==> config.mk <==
export PLATFORM = sky130hd
export DESIGN_NAME = artnet_dmx_accept_filter
export DESIGN_NICKNAME = d
export VERILOG_FILES = /design/src/hdl/adaf_pkg.sv /design/src/hdl/artnet_dmx_accept_filter.sv /design/src/hdl/adaf_cfg_regs.sv /design/src/hdl/adaf_core.sv
export SDC_FILE = /design/constraint.sdc
export NUM_CORES = 1
export LEC_CHECK = 0
export ABC_CLOCK_PERIOD_IN_PS = 14500
export BUFFER_PORTS_ARGS = -buffer_cell sky130_fd_sc_hd__buf_2
export CORE_MARGIN = 10
export CORE_UTILIZATION = 48
export DETAILED_ROUTE_END_ITERATION = 16
export HOLD_SLACK_MARGIN = 0.15
export PLACE_DENSITY = 0.76
export SLEW_MARGIN = 20
export SYNTH_ARGS = -nofsm -noshare
export SYNTH_HDL_FRONTEND = slang
export SYNTH_SLANG_ARGS = --single-unit
==> constraint.sdc <==
create_clock -name clk -period 14.5 [get_ports clk]
set_input_delay 2.175 -clock clk [delete_from_list [all_inputs] [get_ports clk]]
set_output_delay 2.175 -clock clk [all_outputs]
set_load 0.005 [all_outputs]
==> src/hdl/adaf_pkg.sv <==
package adaf_pkg;

  localparam int MAX_SLOTS  = 512;
  localparam int SLOT_W     = $clog2(MAX_SLOTS + 1);
  localparam int HDR_LEN    = 18;
  localparam int MIN_LEN    = 10;
  localparam int VER_LEN    = 12;
  localparam int PROT_MIN   = 14;
  localparam int CFG_IDX_W  = 2;
  localparam int CFG_DATA_W = 16;

  typedef enum logic [1:0] {
    CMD_DMX   = 2'd0,
    CMD_SYNC  = 2'd1,
    CMD_TICK  = 2'd2,
    CMD_STATS = 2'd3
  } cmd_t;

  typedef enum logic [2:0] {
    VERDICT_ACCEPT    = 3'd0,
    VERDICT_BAD_ID    = 3'd1,
    VERDICT_OLD_PROTO = 3'd2,
    VERDICT_UNIVERSE  = 3'd3,
    VERDICT_TRUNC     = 3'd4,
    VERDICT_LOCKED    = 3'd5,
    VERDICT_STALE     = 3'd6,
    VERDICT_NONE      = 3'd7
  } verdict_t;

  typedef enum logic [1:0] {
    TGT_NONE   = 2'd0,
    TGT_LIVE   = 2'd1,
    TGT_SHADOW = 2'd2
  } target_t;

  typedef enum logic [1:0] {
    REG_MY_UNIVERSE  = 2'd0,
    REG_STALE_WINDOW = 2'd1,
    REG_SYNC_TIMEOUT = 2'd2
  } reg_idx_t;

  localparam logic [15:0] STALE_WINDOW_RST = 16'd1000;
  localparam logic [15:0] SYNC_TIMEOUT_RST = 16'd4000;

  typedef struct packed {
    logic [14:0] my_universe;
    logic [15:0] stale_window_ms;
    logic [15:0] sync_timeout_ms;
  } cfg_t;

  typedef struct packed {
    logic [1:0]  command;
    logic        header_ok;
    logic [10:0] packet_length;
    logic [15:0] prot_version;
    logic [31:0] sender_ip;
    logic [15:0] universe;
    logic [15:0] data_length;
    logic [7:0]  sequence_req;
  } item_t;

  typedef struct packed {
    logic [2:0]        verdict;
    logic [1:0]        write_target;
    logic [SLOT_W-1:0] slot_count;
    logic              commit_shadow;
    logic [SLOT_W-1:0] commit_length;
    logic              in_sync_mode;
    logic              sender_swapped;
    logic [31:0]       stale_total;
    logic [31:0]       locked_total;
    logic [31:0]       accepted_total;
    logic [31:0]       bad_proto_total;
  } result_t;

endpackage

==> src/hdl/artnet_dmx_accept_filter.sv <==
// An item passes two registers in order: the input register, then the result register.
// One item per cycle unless out_stall holds a valid result; the decision logic between
// the two registers updates the filter state in the same cycle the result is registered.
// Reset (rst_n low, synchronous): both stages empty, filter state and counters
// cleared, my_universe 0, stale_window_ms 1000, sync_timeout_ms 4000.
module artnet_dmx_accept_filter (
  input  logic                                clk,
  input  logic                                rst_n,
  input  logic                                in_valid,
  output logic                                in_stall,
  input  logic [1:0]                          in_command,
  input  logic                                in_header_ok,
  input  logic [10:0]                         in_packet_length,
  input  logic [15:0]                         in_prot_version,
  input  logic [31:0]                         in_sender_ip,
  input  logic [15:0]                         in_universe,
  input  logic [15:0]                         in_data_length,
  input  logic [7:0]                          in_sequence_req,
  output logic                                out_valid,
  input  logic                                out_stall,
  output logic [2:0]                          out_verdict,
  output logic [1:0]                          out_write_target,
  output logic [adaf_pkg::SLOT_W-1:0]         out_slot_count,
  output logic                                out_commit_shadow,
  output logic [adaf_pkg::SLOT_W-1:0]         out_commit_length,
  output logic                                out_in_sync_mode,
  output logic                                out_sender_swapped,
  output logic [31:0]                         out_stale_total,
  output logic [31:0]                         out_locked_total,
  output logic [31:0]                         out_accepted_total,
  output logic [31:0]                         out_bad_proto_total,
  input  logic                                cfg_valid,
  output logic                                cfg_ready,
  input  logic [adaf_pkg::CFG_IDX_W-1:0]      cfg_index,
  input  logic [adaf_pkg::CFG_DATA_W-1:0]     cfg_data
);

  adaf_pkg::cfg_t    cfg;
  adaf_pkg::item_t   item_r;
  adaf_pkg::result_t res;
  adaf_pkg::result_t res_r;
  logic              item_vld_r;
  logic              out_vld_r;
  logic              advance;
  logic              fire;
  logic              in_xfer;

  assign cfg_ready = 1'b1;

  adaf_cfg_regs u_cfg (
    .clk     (clk),
    .rst_n   (rst_n),
    .wr_en   (cfg_valid & cfg_ready),
    .wr_idx  (cfg_index),
    .wr_data (cfg_data),
    .cfg     (cfg)
  );

  assign advance  = !out_vld_r || !out_stall;
  assign fire     = item_vld_r && advance;
  assign in_stall = item_vld_r && !advance;
  assign in_xfer  = in_valid && !in_stall;

  always_ff @(posedge clk) begin
    if (!rst_n) begin
      item_vld_r <= 1'b0;
    end else if (advance || !item_vld_r) begin
      item_vld_r <= in_valid;
    end
  end

  always_ff @(posedge clk) begin
    if (in_xfer) begin
      item_r.command       <= in_command;
      item_r.header_ok     <= in_header_ok;
      item_r.packet_length <= in_packet_length;
      item_r.prot_version  <= in_prot_version;
      item_r.sender_ip     <= in_sender_ip;
      item_r.universe      <= in_universe;
      item_r.data_length   <= in_data_length;
      item_r.sequence_req  <= in_sequence_req;
    end
  end

  adaf_core u_core (
    .clk   (clk),
    .rst_n (rst_n),
    .fire  (fire),
    .cfg   (cfg),
    .item  (item_r),
    .res   (res)
  );

  always_ff @(posedge clk) begin
    if (!rst_n) begin
      out_vld_r <= 1'b0;
    end else if (advance) begin
      out_vld_r <= item_vld_r;
    end
  end

  always_ff @(posedge clk) begin
    if (fire) begin
      res_r <= res;
    end
  end

  assign out_valid           = out_vld_r;
  assign out_verdict         = res_r.verdict;
  assign out_write_target    = res_r.write_target;
  assign out_slot_count      = res_r.slot_count;
  assign out_commit_shadow   = res_r.commit_shadow;
  assign out_commit_length   = res_r.commit_length;
  assign out_in_sync_mode    = res_r.in_sync_mode;
  assign out_sender_swapped  = res_r.sender_swapped;
  assign out_stale_total     = res_r.stale_total;
  assign out_locked_total    = res_r.locked_total;
  assign out_accepted_total  = res_r.accepted_total;
  assign out_bad_proto_total = res_r.bad_proto_total;

  a_write_only_on_accept: assert property (@(posedge clk) disable iff (!rst_n)
    out_valid && (out_write_target != adaf_pkg::TGT_NONE) |->
      (out_verdict == adaf_pkg::VERDICT_ACCEPT))
    else $error("store write without accept verdict");

  a_shadow_in_sync: assert property (@(posedge clk) disable iff (!rst_n)
    out_valid && (out_write_target == adaf_pkg::TGT_SHADOW) |-> out_in_sync_mode)
    else $error("shadow write outside sync mode");

  a_commit_len: assert property (@(posedge clk) disable iff (!rst_n)
    out_valid && !out_commit_shadow |-> (out_commit_length == '0))
    else $error("commit length without commit");

  a_hold_result: assert property (@(posedge clk) disable iff (!rst_n)
    out_valid && out_stall |=> out_valid && $stable(res_r))
    else $error("result changed while stalled");

  a_stall_cause: assert property (@(posedge clk) disable iff (!rst_n)
    in_stall |-> (out_valid && out_stall))
    else $error("input stalled with free result register");

endmodule

==> src/hdl/adaf_cfg_regs.sv <==
module adaf_cfg_regs (
  input  logic                              clk,
  input  logic                              rst_n,
  input  logic                              wr_en,
  input  logic [adaf_pkg::CFG_IDX_W-1:0]    wr_idx,
  input  logic [adaf_pkg::CFG_DATA_W-1:0]   wr_data,
  output adaf_pkg::cfg_t                    cfg
);

  adaf_pkg::cfg_t cfg_r;
  adaf_pkg::cfg_t cfg_nxt;

  always_comb begin
    cfg_nxt = cfg_r;
    if (wr_en) begin
      case (wr_idx)
        adaf_pkg::REG_MY_UNIVERSE:  cfg_nxt.my_universe     = wr_data[14:0];
        adaf_pkg::REG_STALE_WINDOW: cfg_nxt.stale_window_ms = wr_data;
        adaf_pkg::REG_SYNC_TIMEOUT: cfg_nxt.sync_timeout_ms = wr_data;
        default: cfg_nxt = cfg_r;
      endcase
    end
  end

  always_ff @(posedge clk) begin
    if (!rst_n) begin
      cfg_r.my_universe     <= '0;
      cfg_r.stale_window_ms <= adaf_pkg::STALE_WINDOW_RST;
      cfg_r.sync_timeout_ms <= adaf_pkg::SYNC_TIMEOUT_RST;
    end else begin
      cfg_r <= cfg_nxt;
    end
  end

  assign cfg = cfg_r;

endmodule

==> src/hdl/adaf_core.sv <==
module adaf_core (
  input  logic              clk,
  input  logic              rst_n,
  input  logic              fire,
  input  adaf_pkg::cfg_t    cfg,
  input  adaf_pkg::item_t   item,
  output adaf_pkg::result_t res
);

  localparam int SW = adaf_pkg::SLOT_W;

  logic [31:0]   now_r, now_nxt;
  logic          pvalid_r, pvalid_nxt;
  logic [31:0]   psender_r, psender_nxt;
  logic [31:0]   plast_r, plast_nxt;
  logic [7:0]    lseq_r, lseq_nxt;
  logic [31:0]   lseq_sender_r, lseq_sender_nxt;
  logic          sync_r, sync_nxt;
  logic [31:0]   last_sync_r, last_sync_nxt;
  logic          dirty_r, dirty_nxt;
  logic [SW-1:0] shadow_slots_r, shadow_slots_nxt;
  logic [31:0]   stale_cnt_r, stale_cnt_nxt;
  logic [31:0]   locked_cnt_r, locked_cnt_nxt;
  logic [31:0]   acc_cnt_r, acc_cnt_nxt;
  logic [31:0]   bad_cnt_r, bad_cnt_nxt;

  logic [31:0]   now_inc;
  logic [31:0]   sync_age;
  logic [31:0]   prim_age;
  logic [SW-1:0] n_slots;
  logic [11:0]   need_len;
  logic          other_sender;
  logic [7:0]    lseq_eff;
  logic [7:0]    seq_diff;

  assign now_inc  = now_r + 32'd1;
  assign sync_age = now_inc - last_sync_r;
  assign prim_age = now_r - plast_r;
  assign n_slots  = (item.data_length > 16'(adaf_pkg::MAX_SLOTS)) ?
                    SW'(adaf_pkg::MAX_SLOTS) : item.data_length[SW-1:0];
  assign need_len = 12'(adaf_pkg::HDR_LEN) + 12'(n_slots);
  assign other_sender = pvalid_r && (item.sender_ip != psender_r);

  always_comb begin
    now_nxt          = now_r;
    pvalid_nxt       = pvalid_r;
    psender_nxt      = psender_r;
    plast_nxt        = plast_r;
    lseq_nxt         = lseq_r;
    lseq_sender_nxt  = lseq_sender_r;
    sync_nxt         = sync_r;
    last_sync_nxt    = last_sync_r;
    dirty_nxt        = dirty_r;
    shadow_slots_nxt = shadow_slots_r;
    stale_cnt_nxt    = stale_cnt_r;
    locked_cnt_nxt   = locked_cnt_r;
    acc_cnt_nxt      = acc_cnt_r;
    bad_cnt_nxt      = bad_cnt_r;
    lseq_eff         = lseq_r;
    seq_diff         = '0;
    res              = '0;
    res.verdict      = adaf_pkg::VERDICT_NONE;
    res.write_target = adaf_pkg::TGT_NONE;

    case (item.command)
      adaf_pkg::CMD_TICK: begin
        now_nxt = now_inc;
        if (sync_r && (sync_age > {16'd0, cfg.sync_timeout_ms})) begin
          sync_nxt = 1'b0;
          if (dirty_r) begin
            dirty_nxt         = 1'b0;
            res.commit_shadow = 1'b1;
            res.commit_length = shadow_slots_r;
          end
        end
      end
      adaf_pkg::CMD_STATS: begin
        stale_cnt_nxt  = '0;
        locked_cnt_nxt = '0;
      end
      default: begin
        if (!item.header_ok || item.packet_length < 11'(adaf_pkg::MIN_LEN)) begin
          res.verdict = adaf_pkg::VERDICT_BAD_ID;
        end else if (item.packet_length >= 11'(adaf_pkg::VER_LEN) &&
                     item.prot_version < 16'(adaf_pkg::PROT_MIN)) begin
          bad_cnt_nxt = bad_cnt_r + 32'd1;
          res.verdict = adaf_pkg::VERDICT_OLD_PROTO;
        end else if (item.command == adaf_pkg::CMD_SYNC) begin
          sync_nxt      = 1'b1;
          last_sync_nxt = now_r;
          if (dirty_r) begin
            dirty_nxt         = 1'b0;
            res.commit_shadow = 1'b1;
            res.commit_length = shadow_slots_r;
          end
        end else if (item.packet_length < 11'(adaf_pkg::HDR_LEN)) begin
          res.verdict = adaf_pkg::VERDICT_BAD_ID;
        end else if (item.universe != {1'b0, cfg.my_universe}) begin
          res.verdict = adaf_pkg::VERDICT_UNIVERSE;
        end else if ({1'b0, item.packet_length} < need_len) begin
          res.verdict = adaf_pkg::VERDICT_TRUNC;
        end else if (other_sender && (prim_age < {16'd0, cfg.stale_window_ms})) begin
          locked_cnt_nxt = locked_cnt_r + 32'd1;
          res.verdict    = adaf_pkg::VERDICT_LOCKED;
        end else begin
          if (other_sender) begin
            lseq_eff = '0;
            lseq_nxt = '0;
          end
          seq_diff = item.sequence_req - lseq_eff;
          if (item.sequence_req != 8'd0 && item.sender_ip == lseq_sender_r &&
              lseq_eff != 8'd0 && seq_diff[7]) begin
            stale_cnt_nxt = stale_cnt_r + 32'd1;
            res.verdict   = adaf_pkg::VERDICT_STALE;
          end else begin
            if (item.sequence_req != 8'd0) begin
              lseq_nxt        = item.sequence_req;
              lseq_sender_nxt = item.sender_ip;
            end
            res.verdict    = adaf_pkg::VERDICT_ACCEPT;
            res.slot_count = n_slots;
            if (sync_r) begin
              res.write_target = adaf_pkg::TGT_SHADOW;
              shadow_slots_nxt = n_slots;
              dirty_nxt        = 1'b1;
            end else begin
              res.write_target = adaf_pkg::TGT_LIVE;
            end
            acc_cnt_nxt        = acc_cnt_r + 32'd1;
            plast_nxt          = now_r;
            res.sender_swapped = other_sender;
            psender_nxt        = item.sender_ip;
            pvalid_nxt         = 1'b1;
          end
        end
      end
    endcase

    res.in_sync_mode    = sync_nxt;
    res.stale_total     = stale_cnt_nxt;
    res.locked_total    = locked_cnt_nxt;
    res.accepted_total  = acc_cnt_nxt;
    res.bad_proto_total = bad_cnt_nxt;
  end

  always_ff @(posedge clk) begin
    if (!rst_n) begin
      now_r          <= '0;
      pvalid_r       <= 1'b0;
      psender_r      <= '0;
      plast_r        <= '0;
      lseq_r         <= '0;
      lseq_sender_r  <= '0;
      sync_r         <= 1'b0;
      last_sync_r    <= '0;
      dirty_r        <= 1'b0;
      shadow_slots_r <= '0;
      stale_cnt_r    <= '0;
      locked_cnt_r   <= '0;
      acc_cnt_r      <= '0;
      bad_cnt_r      <= '0;
    end else if (fire) begin
      now_r          <= now_nxt;
      pvalid_r       <= pvalid_nxt;
      psender_r      <= psender_nxt;
      plast_r        <= plast_nxt;
      lseq_r         <= lseq_nxt;
      lseq_sender_r  <= lseq_sender_nxt;
      sync_r         <= sync_nxt;
      last_sync_r    <= last_sync_nxt;
      dirty_r        <= dirty_nxt;
      shadow_slots_r <= shadow_slots_nxt;
      stale_cnt_r    <= stale_cnt_nxt;
      locked_cnt_r   <= locked_cnt_nxt;
      acc_cnt_r      <= acc_cnt_nxt;
      bad_cnt_r      <= bad_cnt_nxt;
    end
  end

endmodule
==> results.toml <==
[outcome]
status = "finished clean"

[critical_path]
path_cells = "inv_1, ha_1, inv_1, fa_1, a211oi_1, o211ai_1, nand2_1, nand2_1, xor2_1, ha_1, a21oi_1, nand2_1, a211oi_1, o21ai_1, or4_1, a2111oi_0, nand4_1, o31ai_2, or2_2, buf_4, nand2_1, a21oi_1"
cp_max_fo = 46
start_kind = "register"
path_common_cell = "nand2_1"
worstPathArrival_ns = 7.42
cp_num_buf_inv = 3
max_stage_delay_ns = 0.65
r2r-start = "u_core.now_r[0]"
critPathLaunch = "u_core.now_r[0]"
cp_slowest_cell = "or2_2"
cp_top_family = "compound AO/OA/AOI/OAI gates"
critPathKind = "register to register"
worstPathRequired_ns = 15.03
cp-end-kind = "register"

[global_route]
antenna_found_initial = 2
track_usage_pct = 19.70
grt.overflow.total = 0
grt_pass1_vias = 24240
grt_pass1_wl_mm = 127.4
grt_max_degree = 104

[timing]
skew_ns = 0.02711
setup_viol = 0
slew_viol_final = 0
finalHoldViolations = 0
fmax_mhz = 145.3
period_needed_ns = 6.884
hold_ws_ns = 0.4519
period_share_pct = 47.48
worst_slew_pin_slew_ns = 1.071
rsz0062_at_grt = "no"
finalSetupTns_ns = 0
relSlewSlack_pct = 28.46

[synthesis]
synthCells = 3499
async_flop_share_pct = 0
ys_warn_count = 0
avgSynthCellArea_um2 = 9.138
synth_cell_types = 91
synth_flop_cell = "dfxtp_1"
synth-seq-cells = 615
netlist_area_mm2 = 0.03197
yosysSeqAreaShare_pct = 46.55
synth-edff-count = 257

[place]
io_buffers = 281
gp_congestion = 0.8823
hpwl_mm = 56.73

[clock_network]
clock_path_buffers = 3
clkSinkCount = 615
root_buffer = "clkbuf_16"
cts_max_level = 3
cts_buffers = 69
postCtsSetupBuffers = 0
cts.clk_slew.worst_paths_ns = 0.06
cts_tree = "built"
insertion_delay_ns = 0.63
post_cts_resized = 0
hold_buffers = 0

[layout]
synthToLayoutAreaGrowth_pct = 13.48
post_route_cells_drive_above_1_share_pct = 12.23
nFillCells = 5865
final_util_pct = 55.09
fin_nets = 3950

[floorplan]
ios = 284
fp.dieArea_mm2 = 0.07734
die_h_um = 278.1
start_util_pct = 48.55
design.core.area_mm2 = 0.06586
die_w_um = 278.1
rows = 94

[drt]
antenna_left = 0
vias_per_cell = 5.571
dr.pass1.iters = 5
wl_per_cell_um = 17.20
remaining_drc_errors = 0
routed_wl_mm = 79.60
vias = 25780
drt-initial-drc-count = 1835

[worst_hold_path]
hp-start = "u_core.plast_r[10]"
hold_path_class = "register to register"

[power]
leakage_nw = 14.13
total_power_mw = 3.789
ir_worst_vdd_v = 0.00009908
cellPowerDensity_mw_per_mm2 = 104.4

[run]
cap_violations = 0
-- synthesized netlist by cell type (29+ instances only) --
cell type    n  share of area (%)
a21o_1      31               0.73
a21oi_1    292                4.6
and2_1      46               0.90
and3_1      75                1.5
buf_2       29               0.45
clkbuf_1   125                1.5
dfxtp_1    358                 22
edfxtp_1   257                 24
ha_1       118                4.6
inv_1      140                1.6
mux2i_1     71                2.2
nand2_1    552                6.5
nand2b_1    30               0.59
nand3_1    129                2.0
nand4_1     69                1.4
nor2_1     259                3.0
nor3_1      48               0.75
nor4_1      40               0.78
o211ai_1    40               0.94
o21ai_0    105                1.6
or3_1       48               0.94
xnor2_1    129                3.5
xor2_1     196                5.4
-- kinds of logic after synthesis --
logic type	after synthesis	share of synthesized area [%]
adders and majority gates	120	4.743
DFF	615	46.55
muxes	73	2.293
and+or+nand+nor	1385	20.64
xor gates and xnor gates	325	8.902
AOI/OAI and AO/OA	667	12.97
other	1	0.01173
buffers and inverters	313	3.886
-- layout make-up --
type / instances / area [um2] / area share [%]
Tap cell: 864 / 1081 / 2.979
Antenna cell: 1 / 2.502 / 0.006897
Timing Repair Buffer: 305 / 1589 / 4.379
Sequential cell: 615 / 14880 / 41.02
Clock inverter: 34 / 401.6 / 1.107
Inverter: 142 / 548.0 / 1.510
Multi-Input combinational cell: 2572 / 15900 / 43.83
Clock buffer: 94 / 1873 / 5.162
-- final timing paths --
kind                     endpoint  slack (ns)  depth (start not counted)
min            u_core.plast_r[10]        0.45                          2
max          u_core.psender_r[13]        7.62                         22
min reg2reg    u_core.plast_r[10]        0.45                          2
max reg2reg  u_core.psender_r[13]        7.62                         22
-- where the power goes --
part / total, mW / leakage, nW / switching (mW) / internal, mW
clock network: 1.75 / 1.10 / 0.724 / 1.03
registers: 1.87 / 5.27 / 0.0251 / 1.85
logic: 0.166 / 7.76 / 0.109 / 0.0571
-- registers in the layout, indices dropped and copies added (netlist names), 2 cells and up --
name                   cells
out_verdict                3
out_commit_length         10
u_core.plast_r            32
out_slot_count            10
u_cfg.cfg                 47
out_write_target           2
u_core.psender_r          32
u_core.bad_cnt_r          32
item_r                   101
u_core.now_r              32
u_core.shadow_slots_r     10
out_bad_proto_total       32
u_core.acc_cnt_r          32
u_core.lseq_r              8
u_core.locked_cnt_r       32
out_stale_total           32
out_locked_total          32
u_core.lseq_sender_r      32
u_core.stale_cnt_r        32
out_accepted_total        32
u_core.last_sync_r        32
-- layout by cell type (no fill, tap or decap), types with 48 or more instances in the layout --
cell,count
nand3_1,129
mux2i_1,71
xor2_1,196
nand2_1,551
nand4_1,69
inv_1,139
ha_1,118
nor2_1,256
buf_2,280
nor3_1,48
edfxtp_1,257
or3_1,48
clkbuf_16,71
and3_1,75
xnor2_1,129
o21ai_0,104
dfxtp_1,358
a21oi_1,292
-- metal layers --
layer | vias up | global-route usage [%] | part of all wire [%]
met4 | 2 | 6.224 | 2.9
met1 | 12160 | 25.41 | 44
met2 | 703 | 33.12 | 48
met3 | 139 | 3.455 | 5.7
li1 | 12770 | - | -
met5 | - | 0 | 0.011
-- stage by stage --
| stage | area (um2) | setup slack, ns | cells |
|---|---|---|---|
| 2_1_floorplan | 31980 | 6.444 | 3500 |
| 3_3_place_gp | 34000 | 7.820 | 4498 |
| 3_5_place_dp | 34000 | 7.843 | 4498 |
| 4_1_cts | 36280 | 7.751 | 4626 |
| 5_1_grt | 36280 | 7.256 | 4627 |
| 6_report | 36280 | 7.616 | 4627 |
-- tightest hold or removal path, delay by kind of cell (launching register included) --
kind / cells / cell delay (ns)
AND/OR/NAND/NOR: 1 / 0.05
AO/OA/AOI/OAI: 1 / 0.05
flip-flops: 1 / 0.31
Power figures use the tool's default switching activity.
